<file path="config.mk">
export PLATFORM = sky130hd
export DESIGN_NAME = lamp_mode_and_sos_sequencer_unit
export DESIGN_NICKNAME = d
export VERILOG_FILES = /design/src/rtl/core/lmss_pkg.sv /design/src/rtl/core/lmss_sos.sv /design/src/rtl/core/lmss_ctrl.sv /design/src/rtl/core/lamp_mode_and_sos_sequencer_unit.sv
export SDC_FILE = /design/constraint.sdc
export NUM_CORES = 1
export LEC_CHECK = 0
export BUFFER_PORTS_ARGS = -buffer_cell sky130_fd_sc_hd__buf_2
export CORE_ASPECT_RATIO = 0.7
export CORE_MARGIN = 2
export CORE_UTILIZATION = 30
export DETAILED_ROUTE_END_ITERATION = 6
export GPL_TIMING_DRIVEN = 0
export PLACE_DENSITY = 0.49
export SLEW_MARGIN = 5
export SYNTH_ARGS = -nofsm -noshare
export SYNTH_HDL_FRONTEND = slang
export SYNTH_SLANG_ARGS = --single-unit
</file>
<file path="constraint.sdc">
create_clock -name clk_i -period 5 [get_ports clk_i]
set_input_delay 0.5 -clock clk_i [delete_from_list [all_inputs] [get_ports clk_i]]
set_output_delay 0.5 -clock clk_i [all_outputs]
set_load 0.005 [all_outputs]
</file>
<file path="src/rtl/core/lmss_pkg.sv">
// Shared types and constants for the lamp mode and SOS sequencer.
package lmss_pkg;

  // Width of the blink counter and of the next-event time.
  localparam int unsigned CntW = 16;
  localparam int unsigned StepW = 5;
  localparam int unsigned UnitW = 8;
  // Holds 7 * unit_ticks.
  localparam int unsigned GapW = UnitW + 3;
  // Signed difference of two counter values, no wrap.
  localparam int unsigned DiffW = CntW + 2;

  localparam logic [UnitW-1:0] UnitReset = UnitW'(15);

  localparam logic [1:0] MODE_OFF   = 2'd0;
  localparam logic [1:0] MODE_ON    = 2'd1;
  localparam logic [1:0] MODE_BLINK = 2'd2;
  localparam logic [1:0] MODE_SOS   = 2'd3;

  localparam logic [0:0] OP_TICK  = 1'b0;
  localparam logic [0:0] OP_PRESS = 1'b1;

  // Step after which the long pause follows.
  localparam logic [StepW-1:0] StepLast = StepW'(18);

  typedef struct packed {
    logic             lamp;
    logic [StepW-1:0] step;
    logic [CntW-1:0]  next_time;
  } lmss_sos_t;

  typedef struct packed {
    logic       lamp_active;
    logic [1:0] mode;
    logic       lamp;
  } lmss_res_t;

endpackage

</file>
<file path="src/rtl/core/lmss_sos.sv">
// Combinational SOS tick: resync, event timing and step advance.
module lmss_sos (
  input  logic [lmss_pkg::CntW-1:0]  cnt_i,
  input  logic [lmss_pkg::UnitW-1:0] unit_i,
  input  lmss_pkg::lmss_sos_t        cur_i,
  output lmss_pkg::lmss_sos_t        nxt_o
);
  import lmss_pkg::*;

  logic [GapW-1:0]         gap1, gap3, gap7, gap;
  logic signed [DiffW-1:0] diff, lim;
  logic                    resync, hit;
  logic [CntW-1:0]         evt_time;
  logic [StepW-1:0]        step_base;

  assign gap1 = GapW'(unit_i);
  assign gap3 = GapW'(unit_i) + GapW'({unit_i, 1'b0});
  assign gap7 = GapW'({unit_i, 3'b000}) - GapW'(unit_i);

  assign diff   = signed'({2'b00, cnt_i}) - signed'({2'b00, cur_i.next_time});
  assign lim    = signed'(DiffW'(gap7));
  assign resync = diff > lim;
  assign hit    = cnt_i == cur_i.next_time;

  always_comb begin
    step_base = cur_i.step;
    if (cur_i.step >= StepLast) begin
      gap       = gap7;
      step_base = '0;
    end else if (cur_i.step inside {5'd7, 5'd9, 5'd11}) begin
      gap = gap3;
    end else begin
      gap = gap1;
    end
  end

  assign evt_time = cnt_i + CntW'(gap);

  always_comb begin
    nxt_o = cur_i;
    if (resync) begin
      nxt_o.step      = '0;
      nxt_o.next_time = cnt_i + CntW'(1);
    end else if (hit) begin
      // first step of a round always starts dark
      nxt_o.lamp      = (cur_i.step == '0) ? 1'b0 : ~cur_i.lamp;
      nxt_o.next_time = evt_time;
      nxt_o.step      = step_base + StepW'(1);
    end
  end

endmodule

</file>
<file path="src/rtl/core/lmss_ctrl.sv">
// Lamp and mode state with per-beat next-state logic.
module lmss_ctrl (
  input  logic                       clk_i,
  input  logic                       rst_ni,
  input  logic                       en_i,
  input  logic                       op_i,
  input  logic [lmss_pkg::CntW-1:0]  cnt_i,
  input  logic [lmss_pkg::UnitW-1:0] unit_i,
  output lmss_pkg::lmss_res_t        res_o
);
  import lmss_pkg::*;

  logic       lamp_q, lamp_d;
  logic [1:0] mode_q, mode_d;
  logic [StepW-1:0] step_q, step_d;
  logic [CntW-1:0]  next_q, next_d;
  lmss_sos_t  sos_cur, sos_nxt;

  assign sos_cur = '{lamp: lamp_q, step: step_q, next_time: next_q};

  lmss_sos u_sos (
    .cnt_i  (cnt_i),
    .unit_i (unit_i),
    .cur_i  (sos_cur),
    .nxt_o  (sos_nxt)
  );

  always_comb begin
    lamp_d = lamp_q;
    mode_d = mode_q;
    step_d = step_q;
    next_d = next_q;
    if (op_i == OP_PRESS) begin
      if (mode_q == MODE_OFF) begin
        lamp_d = 1'b1;
      end else if (mode_q == MODE_SOS) begin
        lamp_d = 1'b0;
      end
      mode_d = mode_q + 2'd1;
    end else begin
      case (mode_q)
        MODE_BLINK: begin
          if (cnt_i[3:0] == 4'd0) begin
            lamp_d = ~lamp_q;
          end
        end
        MODE_SOS: begin
          lamp_d = sos_nxt.lamp;
          step_d = sos_nxt.step;
          next_d = sos_nxt.next_time;
        end
        default: ;
      endcase
    end
  end

  always_ff @(posedge clk_i or negedge rst_ni) begin
    if (!rst_ni) begin
      lamp_q <= 1'b0;
      mode_q <= MODE_OFF;
      step_q <= '0;
      next_q <= '0;
    end else if (en_i) begin
      lamp_q <= lamp_d;
      mode_q <= mode_d;
      step_q <= step_d;
      next_q <= next_d;
    end
  end

  assign res_o = '{lamp_active: (mode_d != MODE_OFF), mode: mode_d, lamp: lamp_d};

endmodule

</file>
<file path="src/rtl/core/lamp_mode_and_sos_sequencer_unit.sv">
// Lamp mode and SOS sequencer, top level with stream ports.
//
// Each input beat is a tick (tuser = 0, tdata = blink counter) or a mode
// button press (tuser = 1) and yields exactly one output beat with the lamp
// level, the mode and the lamp-active flag after that item. A beat is held in
// the input register, then the state update and result are computed in a
// single pass into the output register; one beat is taken every cycle while
// the output side keeps up. The SOS unit length (cfg_wdata_i, counter ticks,
// reset 15) is written with cfg_we_i and should only change while no beat is
// in flight.
module lamp_mode_and_sos_sequencer_unit (
  input  logic        clk_i,
  input  logic        rst_ni,
  input  logic        cfg_we_i,
  input  logic [7:0]  cfg_wdata_i,
  input  logic        s_axis_tvalid,
  output logic        s_axis_tready,
  input  logic [15:0] s_axis_tdata,   // [15:0] blink_count
  input  logic        s_axis_tuser,   // [0] op
  output logic        m_axis_tvalid,
  input  logic        m_axis_tready,
  output logic [7:0]  m_axis_tdata    // [0] lamp, [2:1] mode, [3] lamp_active
);
  import lmss_pkg::*;

  logic [UnitW-1:0] unit_q;
  logic             in_vld_q;
  logic             op_q;
  logic [15:0]      cnt_q;
  logic             out_vld_q;
  lmss_res_t        res_q, res_d;
  logic             adv;

  always_ff @(posedge clk_i or negedge rst_ni) begin
    if (!rst_ni) begin
      unit_q <= UnitReset;
    end else if (cfg_we_i) begin
      unit_q <= cfg_wdata_i;
    end
  end

  // input stage moves on when the result register is free or draining
  assign adv           = in_vld_q && (!out_vld_q || m_axis_tready);
  assign s_axis_tready = !in_vld_q || adv;

  always_ff @(posedge clk_i or negedge rst_ni) begin
    if (!rst_ni) begin
      in_vld_q <= 1'b0;
    end else if (s_axis_tready) begin
      in_vld_q <= s_axis_tvalid;
    end
  end

  always_ff @(posedge clk_i) begin
    if (s_axis_tready && s_axis_tvalid) begin
      op_q  <= s_axis_tuser;
      cnt_q <= s_axis_tdata;
    end
  end

  lmss_ctrl u_ctrl (
    .clk_i  (clk_i),
    .rst_ni (rst_ni),
    .en_i   (adv),
    .op_i   (op_q),
    .cnt_i  (cnt_q[CntW-1:0]),
    .unit_i (unit_q),
    .res_o  (res_d)
  );

  always_ff @(posedge clk_i or negedge rst_ni) begin
    if (!rst_ni) begin
      out_vld_q <= 1'b0;
    end else if (adv) begin
      out_vld_q <= 1'b1;
    end else if (m_axis_tready) begin
      out_vld_q <= 1'b0;
    end
  end

  always_ff @(posedge clk_i) begin
    if (adv) begin
      res_q <= res_d;
    end
  end

  assign m_axis_tvalid = out_vld_q;
  assign m_axis_tdata  = {4'b0000, res_q};

endmodule
</file>
# Word-level counts from Yosys, hierarchy flattened
# Index checks and enable logic that the tools add are counted.
# word_totals
ff_bits,55
in_bits,30
output_inout_bits,10
word_cells,58
# classes
n_addsub,7
n_lt_le_gt_ge,2
n_eq_ne,6
muxes,15
bitwise,2
reduce_logical,14
# ops
op,count
$mux W11,2
$mux W22,1
$mux W21,1
$gt A17 B12 Y1,1
$sub A16 B16 Y17,1
$add A16 B1 Y16 const B,1
$add A16 B11 Y16,1
$eq A16 B16 Y1,1
$sub A11 B8 Y11,1
$add A8 B9 Y10,1
$eq A5 B4 Y1 const B,2
$mux W1,8
$reduce_bool A2 Y1,3
$add A5 B1 Y5 const B,1
$eq A5 B3 Y1 const B,1
$ge A5 B5 Y1 const B,1
$logic_not A5 Y1,1
$mux W5,1
$eq A2 B2 Y1 const B,2
$logic_not A4 Y1,1
$reduce_and A4 Y1,1
$reduce_bool A3 Y1,1
$add A2 B1 Y2 const B,1
$logic_and A1 B1 Y1,2
6 further kinds,9

# Longest topological paths before layout
# Gate-level depths: netlist of run 1.
# depth
depth_word,9
mapped_depth,23
mapped_depth_nobuf,21

# Hierarchy
# Synthesis of run 1 repeated with hierarchy kept, for this count alone.
# hier_totals
hier_cells,621
hier_area_um2,5601.6
# by_module_without_submodules
mod,n_inst,cells_per_inst,area_per_inst_um2,seq_area_each_um2
lmss_sos,1,489,3324.4,0.0
lmss_ctrl,1,81,1187.4,600.6
lamp_mode_and_sos_sequencer_unit,1,51,1089.8,885.8

# Least setup slack after synthesis of run 1
# OpenSTA, ideal clock, no wires.
# synth_timing
path_kind,register -> register
startpoint,register cnt_q[0]
endpoint,"register res_q (netlist bit m_axis_tdata[0]), data pin"
setup_time_ns,0.152
t_arrival_ns,4.227
required_ns,4.848
path_slack_ns,0.621
path_stages_with_launch,21
path_buffers,0
period_less_slack_ns,4.379
cell_sequence,edfxtp_1 > inv_1 > ha_1 > inv_1 > fa_1 > a211oi_1 > o21bai_1 > a21oi_1 > o21bai_1 > a21oi_1 > xnor2_1 > ha_1 > o21ai_0 > o21ai_0 > a211oi_1 > a211oi_1 > a211oi_2 > a2bb2oi_1 > or4_4 > or4_1 > a31oi_1
# synth_lines
element,line_no,text
start: declaration,lamp_mode_and_sos_sequencer_unit.sv:29,logic [15:0] cnt_q;
start signal: assignment,lamp_mode_and_sos_sequencer_unit.sv:57,cnt_q <= s_axis_tdata;
end signal: assignment,lamp_mode_and_sos_sequencer_unit.sv:83,res_q <= res_d;
end: declaration,lamp_mode_and_sos_sequencer_unit.sv:31,"lmss_res_t res_q, res_d;"

==> flow_summary.json, run 1 <==
{
  "status": "finished clean",
  "post-route-period-util_pct": 94.38,
  "async_reset_ff_share_pct": 61.82,
  "period_needed_ps": 4719,
  "synth_area_um2": 5157,
  "dieArea_um2": 18270,
  "core-area_um2": 17020,
  "fin_util_pct": 34.82,
  "fmax_ghz": 0.2119,
  "power.leakage_nw": 2.549,
  "clk_latency_ps": 310,
  "detail_route.first_pass.iterations": 5,
  "rsz0062_at_grt": "no",
  "r2r_end": "m_axis_tdata[0]",
  "swShare_pct": 44.74,
  "path_clk_slew_ps": 80,
  "holdCritPathClass": "in2async",
  "internal-power_w": 0.001450,
  "avgRoutedWirePerCell_um": 16.99,
  "row_count": 40,
  "initial_core_util_pct": 30.31,
  "worst_r2r_path_depth": 20,
  "place.gp.congestion": 0.8653,
  "setup_viol": 0,
  "max_cap_viol_count": 0,
  "nFillCells": 1777,
  "drc": 0,
  "cts_made_buffers": 5,
  "first_global_vias": 4541,
  "comb_power_share_pct": 59.4,
  "hold_viol_final": 0,
  "synth_top_cell_by_area": "dfrtp_1",
  "ys_warn_count": 0,
  "maxSlewViolCount": 0,
  "startpoint_type": "flip-flop",
  "p_seq_share_pct": 25.0,
  "synthCells": 612,
  "crit_cells": 20,
  "p_switching_w": 0.001173,
  "ys_top_cells_by_count": "nand2_1, ha_1, o21ai_0",
  "num_vias": 4723,
  "r2r_setup_slack_ps": 280,
  "dr.first_iter.drc_count": 321,
  "yosysUniqueCellTypes": 67,
  "worst-path-buf-inv": 1,
  "cts.hold.buffers_added": 0,
  "yosys-top-cells-area": "dfrtp_1, ha_1, edfxtp_1",
  "place_hpwl_mm": 11.95,
  "yosysTopAreaCellShare_pct": 14.56,
  "crit_path_max_incr_delay_ps": 590,
  "globalRouteTotalUtil_pct": 17.12,
  "die_w_um": 160.7,
  "ant_nets": 0,
  "clkPwrFrac_pct": 15.6,
  "cp_cell_sequence": "inv_1 -> ha_1 -> and3b_1 -> o21a_1 -> o21ai_1 -> nand2b_1 -> a21o_1 -> a21oi_2 -> nand2_1 -> xnor2_2 -> ha_1 -> nand4_1 -> nor2_2 -> and3_1 -> a211oi_2 -> a211oi_2 -> a2bb2oi_2 -> or4_4 -> or4_1 -> a31oi_1",
  "cp_slowest_cell": "dfstp_2",
  "nets": 755,
  "r2r_start": "unit_q[3]",
  "viasPerCell": 5.283,
  "cts_htree_levels": 2,
  "critPathTopFamily": "simple AND/OR/NAND/NOR gates",
  "crit_required_ps": 5150,
  "criticalPathCategory": "reg2reg",
  "synth-edff-count": 21,
  "path_max_fanout": 5,
  "tightest_slew_ps": 1049,
  "ys_ff_latch": 55,
  "grt_max_degree": 35,
  "fin_area_um2": 5926,
  "antenna_found_initial": 0,
  "area_growth_pct": 14.90,
  "cts_root_buffer": "clkbuf_16",
  "drive_gt1_share_pct": 13.57,
  "skew_ps": 8.064,
  "ys.flop_type": "dfrtp_1",
  "grt_overflow": 0,
  "power.density_nw_per_um2": 442.7,
  "io_pins": 40,
  "totalWireLength_mm": 15.19,
  "cts_buffer_depth": 2,
  "ir_drop_v": 0.0001593,
  "antenna_cells": 0,
  "die_y_um": 113.7,
  "yosysMostFrequentCell": "nand2_1",
  "io_buffers": 35,
  "cts.sinks": 55,
  "cts_tree": "yes",
  "slew_headroom_pct": 29.45,
  "dpl_cell_area_um2": 5639,
  "syn_avg_cell_area_um2": 8.427,
  "end_kind": "flip-flop",
  "critPathArrivalTime_ps": 4860,
  "grt_pass1_wl_mm": 24.58,
  "synth.yosys.seq_area_share_pct": 28.82
}
state kept, by name (all words and copies together) (netlist names):
signal         cells
cnt_q             16
u_ctrl.step_q      5
u_ctrl.lamp_q      1
u_ctrl.next_q     16
in_vld_q           1
m_axis_tdata       4
op_q               1
unit_q             8
m_axis_tvalid      1
u_ctrl.mode_q      2
power groups by stage:
stage	Combinational, W	Clock [W]	Sequential (W)
6_report	0.00156	0.000409	0.000655
5_1_grt	0.00175	0.000440	0.000669
4_1_cts	0.00149	0.000419	0.000658
3_5_place_dp	0.00145	0	0.000666
3_3_place_gp	0.00141	0	0.000662
2_1_floorplan	0.00109	0	0.000642
logic make-up after synthesis:
family          share of synthesized area (%)
mux                                    0.7764
buf+inv                                 5.798
simple gates                            18.61
compound gates                          23.41
other cells                           0.07271
fa+ha+maj                               15.72
xor+xnor                                6.793
flops                                   28.82
layout by cell type, fill, tap and decap left out, types with 8 or more instances in the layout:
master and count:
nand2_1 63, ha_1 60, o21ai_0 46, inv_1 46, a21oi_1 40, buf_2 38, dfrtp_1 30, nor2_1 26
xnor2_1 25, edfxtp_1 21, nand3_1 20, xor2_1 14, nor3_1 13, a21o_1 13, clkbuf_1 12, nor2b_1 11
o21a_1 11, nand4_1 10, buf_4 9, or3_1 8, a31oi_1 8
timing repair:
action                                  in CTS  in global routing
resized for setup                            6                 17
endpoints found under the setup margin      23                 22
setup buffers                                1                  4
pin swaps                                    0                  3
worst max-delay path by stage:
stage	from	to	slack, ps
final	unit_q[3]	m_axis_tdata[0]	280
after global routing	cnt_q[0]	u_ctrl.next_q[12]	2
after CTS	cnt_q[0]	m_axis_tdata[0]	50
after detailed placement	cnt_q[0]	u_ctrl.step_q[0]	-560
after global placement	cnt_q[0]	u_ctrl.next_q[9]	-550
after floorplan	cnt_q[0]	m_axis_tdata[0]	620
stage by stage:
step           total power [W]  hold WS (ps)  setup TNS [ps]  setup slack (ps)  instances
2_1_floorplan         0.001730         204.4               0             620.9        615
3_3_place_gp          0.002072         469.6           -8331            -547.0        881
3_5_place_dp          0.002116         475.4           -8326            -563.1        881
4_1_cts               0.002564         355.3               0             50.89        890
5_1_grt               0.002855         357.4               0             2.470        894
6_report              0.002623         302.4               0             280.9        894
layout make-up:
class / instances / area, µm² / area share (%)
Buffer: 27 / 140.1 / 2.365
Clock buffer: 5 / 125.1 / 2.111
Clock inverter: 3 / 38.79 / 0.6546
Inverter: 46 / 172.7 / 2.914
Multi-Input combinational cell: 487 / 3461 / 58.40
Sequential cell: 55 / 1486 / 25.08
Tap cell: 231 / 289.0 / 4.878
Timing Repair Buffer: 40 / 212.7 / 3.590
layer usage:
| metal | vias up | wire length (µm) | track usage (%) | share of wire (%) |
|---|---|---|---|---|
| li1 | 2318 | - | - | - |
| met1 | 2267 | 8248 | 26.51 | 54 |
| met2 | 125 | 6143 | 24.89 | 40 |
| met3 | 13 | 658 | 2.436 | 4.3 |
| met4 | 0 | 143 | 4.167 | 0.94 |
| met5 | - | 0 | 0 | 0 |
Note: power is estimated with default switching activity, not from simulation.
==> inputs of run 2 (changes only) <==
Settings changed: CORE_ASPECT_RATIO 0.7 to not set.
==> run 2 against run 1 <==
- sequential share of layout area grew 0.096 points
- largest cell class unchanged
- critical endpoint unchanged
- first-iteration DRC count grew 7.5%
- hold slack gained 9.1 ps
- combinational power is essentially flat
- sequential power is essentially flat
==> flow_summary.json, run 2 (synthesized netlist as in run 1, its figures left out) <==
{
  "nFillCells": 1765,
  "setup_viol": 0,
  "p_seq_share_pct": 25.0,
  "avgRoutedWirePerCell_um": 16.63,
  "max_cap_viol_count": 0,
  "io_buffers": 35,
  "globalRouteTotalUtil_pct": 16.34,
  "cts_root_buffer": "clkbuf_16",
  "fin_area_um2": 5903,
  "detail_route.first_pass.iterations": 5,
  "path_max_fanout": 4,
  "clkPwrFrac_pct": 15.8,
  "antenna_found_initial": 0,
  "place.gp.congestion": 0.8096,
  "worst_r2r_path_depth": 20,
  "ir_drop_v": 0.0002114,
  "drc": 0,
  "skew_ps": 6.624,
  "final.setup.tns_ps": 0,
  "startpoint_type": "flip-flop",
  "dr.first_iter.drc_count": 345,
  "cts_made_buffers": 5,
  "swShare_pct": 44.68,
  "die_y_um": 135.1,
  "power.density_nw_per_um2": 445.0,
  "totalWireLength_mm": 14.70,
  "cts_buffer_depth": 2,
  "place_hpwl_mm": 11.46,
  "core-area_um2": 16700,
  "status": "finished clean",
  "final_cell_mix": "nand2_1, ha_1, o21ai_0",
  "r2r_end": "m_axis_tdata[0]",
  "cts.sinks": 55,
  "area_growth_pct": 14.46,
  "antenna_cells": 0,
  "fmax_ghz": 0.2049,
  "mostFrequentLayoutCell": "nand2_1",
  "internal-power_w": 0.001453,
  "dieArea_um2": 18260,
  "critPathArrivalTime_ps": 5020,
  "r2r_start": "unit_q[3]",
  "clk_latency_ps": 300,
  "cts_htree_levels": 2,
  "p_switching_w": 0.001174,
  "tightest_slew_ps": 875.6,
  "finalNonFillerCells": 884,
  "num_vias": 4622,
  "holdCritPathClass": "in2async",
  "die_w_um": 135.1,
  "fin_util_pct": 35.35,
  "power.leakage_nw": 2.544,
  "end_kind": "flip-flop",
  "top_regs": "cnt_q x16, u_ctrl.next_q x16, unit_q x8",
  "viasPerCell": 5.229,
  "cts_tree": "yes",
  "multi_input_area_um2": 3442,
  "io_pins": 40,
  "path_clk_slew_ps": 80,
  "grt_max_degree": 35,
  "row_count": 47,
  "crit_required_ps": 5140,
  "dpl_cell_area_um2": 5619,
  "slew_headroom_pct": 41.18,
  "grt_overflow": 0,
  "period_needed_ps": 4881,
  "criticalPathCategory": "reg2reg",
  "first_global_vias": 4487,
  "hold_viol_final": 0,
  "comb_power_share_pct": 59.2,
  "initial_core_util_pct": 30.88,
  "nets": 756,
  "r2r_setup_slack_ps": 120,
  "maxSlewViolCount": 0,
  "post-route-period-util_pct": 97.62,
  "drive_gt1_share_pct": 13.40,
  "dp_cells": 870,
  "grt_pass1_wl_mm": 23.65,
  "ant_nets": 0,
  "seq_area_um2": 1486
}
[run 2: worst max-delay path by stage]
stage / startpoint / end / slack, ps / cells past startpoint
2_1_floorplan: cnt_q[0] / m_axis_tdata[0] / 620 / 20
3_3_place_gp: cnt_q[0] / u_ctrl.step_q[3] / -460 / 22
3_5_place_dp: cnt_q[0] / u_ctrl.next_q[14] / -500 / 22
4_1_cts: cnt_q[0] / m_axis_tdata[0] / 4 / 20
5_1_grt: unit_q[1] / m_axis_tdata[0] / -50 / 20
6_report: unit_q[3] / m_axis_tdata[0] / 120 / 20
[run 2: metal layers]
| layer | share of wire [%] | GRT usage, % | vias to the layer above |
|---|---|---|---|
| met3 | 2.5 | 1.802 | 11 |
| met2 | 48 | 28.14 | 75 |
| met1 | 48 | 22.34 | 2214 |
| li1 | - | - | 2322 |
| met4 | 0.95 | 3.067 | 0 |
| met5 | 0 | 0 | - |
[run 2: through the flow]
step / worst slack (ps) / total power, W / hold WS (ps)
3_3_place_gp: -456.6 / 0.002074 / 473.9
3_5_place_dp: -498.8 / 0.002115 / 477.2
6_report: 118.8 / 0.002627 / 311.5
4_1_cts: 4.180 / 0.002583 / 361.9
2_1_floorplan: 620.9 / 0.001730 / 204.4
5_1_grt: -45.44 / 0.002837 / 361.8
[run 2: layout make-up]
class                      instances  share of cell area, %
multi-input combinational        487                  58.31
sequential                        55                  25.18
tap                              220                  4.663
timing repair buffer              41                  3.730
inverter                          46                  2.925
buffer                            27                  2.353
clock buffer                       6                  2.183
clock inverter                     2                 0.6571
[run 2: worst max-delay path, cell delays in order (launching register included)]
cell       delay [ps]
dfstp_2           570
inv_1              70
ha_1              330
and3b_1           200
o21a_1            180
o21ai_0           170
nand2b_1          120
a21o_1            210
a21oi_2           180
nand2_1            90
xnor2_1           150
ha_1              310
nand4_1           140
nor2_2            240
and3_1            230
a211oi_2           70
a211oi_2          250
a2bb2oi_2         110
or4_4             490
or4_1             430
a31oi_2           200
[run 2: what timing repair did]
action	4_1_cts	5_1_grt
gates resized for setup	7	11
hold endpoints to repair	0	0
setup endpoints to repair	23	23
buffers inserted	3	3
hold buffers	0	0
pin swaps	3	2
[run 2: power groups by stage]
stage / clock [W] / sequential [W] / combinational, W
2_1_floorplan: 0 / 0.000642 / 0.00109
5_1_grt: 0.000442 / 0.000668 / 0.00173
6_report: 0.000416 / 0.000655 / 0.00156
3_3_place_gp: 0 / 0.000661 / 0.00141
3_5_place_dp: 0 / 0.000665 / 0.00145
4_1_cts: 0.000430 / 0.000656 / 0.00150
==> inputs of run 3 (changes only) <==
Settings changed: PLACE_DENSITY 0.49 to 0.48, SYNTH_HIERARCHICAL set to 1.
Clock period 5 ns to 6.2 ns, I/O delays scaled along.
==> run 3 against run 2 <==
- maximum frequency is 16% lower
- clock skew rose by 2.8 ps
- highest routed layer unchanged
- non-clock buffer count down 2
- via count is 2.0% higher
==> flow_summary.json, run 3 <==
{
  "totalWireLength_mm": 14.84,
  "avgRoutedWirePerCell_um": 16.58,
  "ir_drop_v": 0.0001540,
  "worst_r2r_path_depth": 25,
  "yosys-top-cells-area": "dfrtp_1, ha_1, edfxtp_1",
  "power.density_nw_per_um2": 386.3,
  "grt_max_degree": 35,
  "num_vias": 4715,
  "crit_path_max_incr_delay_ps": 520,
  "area_growth_pct": 11.19,
  "synth_area_um2": 5602,
  "antenna_cells": 0,
  "fmax_ghz": 0.1721,
  "post_cts_buffers": 0,
  "mostFrequentLayoutCell": "ha_1",
  "setup_viol": 0,
  "initial_core_util_pct": 30.87,
  "synth-edff-count": 21,
  "criticalPathCategory": "reg2reg",
  "nets": 757,
  "path_max_fanout": 8,
  "cp_slowest_cell": "o31ai_1",
  "grt_pass1_wl_mm": 24.06,
  "holdCritPathClass": "in2async",
  "die_y_um": 140.6,
  "final.setup.tns_ps": 0,
  "rsz0062_at_grt": "no",
  "syn_avg_cell_area_um2": 9.020,
  "cts_resized": 0,
  "io_pins": 40,
  "power.leakage_nw": 2.843,
  "synth.yosys.seq_area_share_pct": 26.54,
  "end_kind": "flip-flop",
  "globalRouteTotalUtil_pct": 15.23,
  "cts_buffer_depth": 2,
  "cts_htree_levels": 2,
  "ys.flop_type": "dfrtp_1",
  "grt_overflow": 0,
  "drive_gt1_share_pct": 17.27,
  "power.total_w": 0.002406,
  "dieArea_um2": 19780,
  "crit_required_ps": 6270,
  "hold_viol_final": 0,
  "cts_made_buffers": 5,
  "first_global_vias": 4539,
  "post-route-period-util_pct": 93.70,
  "detail_route.first_pass.iterations": 5,
  "yosysUniqueCellTypes": 71,
  "yosysTopAreaCellShare_pct": 13.40,
  "ant_nets": 0,
  "tightest_slew_ps": 1047,
  "synthCells": 621,
  "path_clk_slew_ps": 90,
  "synth_top_cell_by_area": "dfrtp_1",
  "io_buffers": 34,
  "cts_root_buffer": "clkbuf_16",
  "antenna_found_initial": 0,
  "die_w_um": 140.6,
  "max_cap_viol_count": 0,
  "place_hpwl_mm": 11.22,
  "top_regs": "cnt_q x16, u_ctrl/next_q x16, unit_q x8",
  "yosysMostFrequentCell": "ha_1",
  "crit_top_cell": "a21oi_1",
  "ys_warn_count": 6,
  "dr.first_iter.drc_count": 259,
  "cts_tree": "yes",
  "async_reset_ff_share_pct": 61.82,
  "viasPerCell": 5.268,
  "place.gp.congestion": 0.8206,
  "critPathArrivalTime_ps": 5880,
  "nFillCells": 1887,
  "slew_headroom_pct": 30.21,
  "final_cell_mix": "ha_1, nor2_1, a21oi_1",
  "core-area_um2": 18150,
  "status": "finished clean",
  "skew_ps": 9.396,
  "cts.sinks": 55,
  "ys_top_cells_by_count": "ha_1, a21oi_1, nor2_1",
  "row_count": 49,
  "cts.hold.buffers_added": 0,
  "clk_latency_ps": 310,
  "period_needed_ps": 5809,
  "ys_ff_latch": 55,
  "maxSlewViolCount": 0,
  "drc": 0,
  "startpoint_type": "flip-flop"
}
run 3: cell types whose count changed after synthesis, sizes merged, moves of 6 or more:
| cell | previous run | this run |
|---|---|---|
| nor2 | 27 | 49 |
| a21oi | 42 | 52 |
| nand2 | 63 | 45 |
| or3 | 8 | 2 |
| nand4 | 10 | 4 |
| o21a | 11 | 4 |
| o21ai | 50 | 25 |
| mux2 | 0 | 31 |
run 3: kinds of logic after synthesis:
| family | synth area share, % |
|---|---|
| and+or+nand+nor | 17.00 |
| AOI/OAI and AO/OA | 19.81 |
| buffers and inverters | 6.746 |
| adders and majority gates | 14.25 |
| DFF | 26.54 |
| xor gates and xnor gates | 6.411 |
| muxes | 9.180 |
| other | 0.06694 |
run 3: final timing paths:
check | startpoint | end | slack (ps)
worst max-delay path | cnt_q[0] | m_axis_tdata[0] | 390
worst min-delay path | rst_ni | u_ctrl/next_q[13] | 450
worst min register to register | in_vld_q | m_axis_tvalid | 510
min in group clk_i | s_axis_tdata[13] | cnt_q[13] | 480
worst max register to register | cnt_q[0] | m_axis_tdata[0] | 390
max in group asynchronous | rst_ni | u_ctrl/next_q[3] | 5150
run 3: metrics by stage:
stage / hold WS [ps] / area (µm²) / utilization, % / instances / worst slack [ps]
after floorplan: 324.4 / 5613 / - / 624 / 1537
after global placement: 469.5 / 6070 / 33.45 / 887 / 552.5
after detailed placement: 491.5 / 6070 / 33.45 / 887 / 551.4
after CTS: 468.4 / 6228 / 34.32 / 895 / 501.5
after global routing: 466.6 / 6228 / 34.32 / 895 / 27.82
final: 451.0 / 6228 / 34.32 / 895 / 390.7
run 3: layer usage:
layer,global-route usage [%],part of all wire [%]
met3,2.106,3.4
met4,3.263,0.82
met1,21.57,50
met5,0,0
met2,24.83,46
run 3: cell type report:
type | count | area [µm²] | share of cell area (%)
plain buffers | 32 | 220.2 | 3.536
clock buffers | 6 | 138.9 | 2.230
clock inverters | 2 | 20.02 | 0.3214
inverters | 42 | 157.7 | 2.531
multi-input cells | 495 | 3749 | 60.18
flip-flops and latches | 55 | 1486 | 23.87
well taps | 229 | 286.5 | 4.600
repair buffers | 34 | 170.2 | 2.732
run 3: power by group:
| group | internal (W) | switching [W] |
|---|---|---|
| Combinational | 0.000703 | 0.000817 |
| Clock | 0.000166 | 0.000160 |
| Sequential | 0.000472 | 0.0000880 |
run 3: critical path, delay by kind of cell, from the launching register on:
kind	cells	cell delay, ps
AOI/OAI and AO/OA	7	1540
xor gates and xnor gates	1	90
adders and majority gates	3	910
buffers and inverters	4	460
DFF	1	480
muxes	1	330
and+or+nand+nor	9	1740
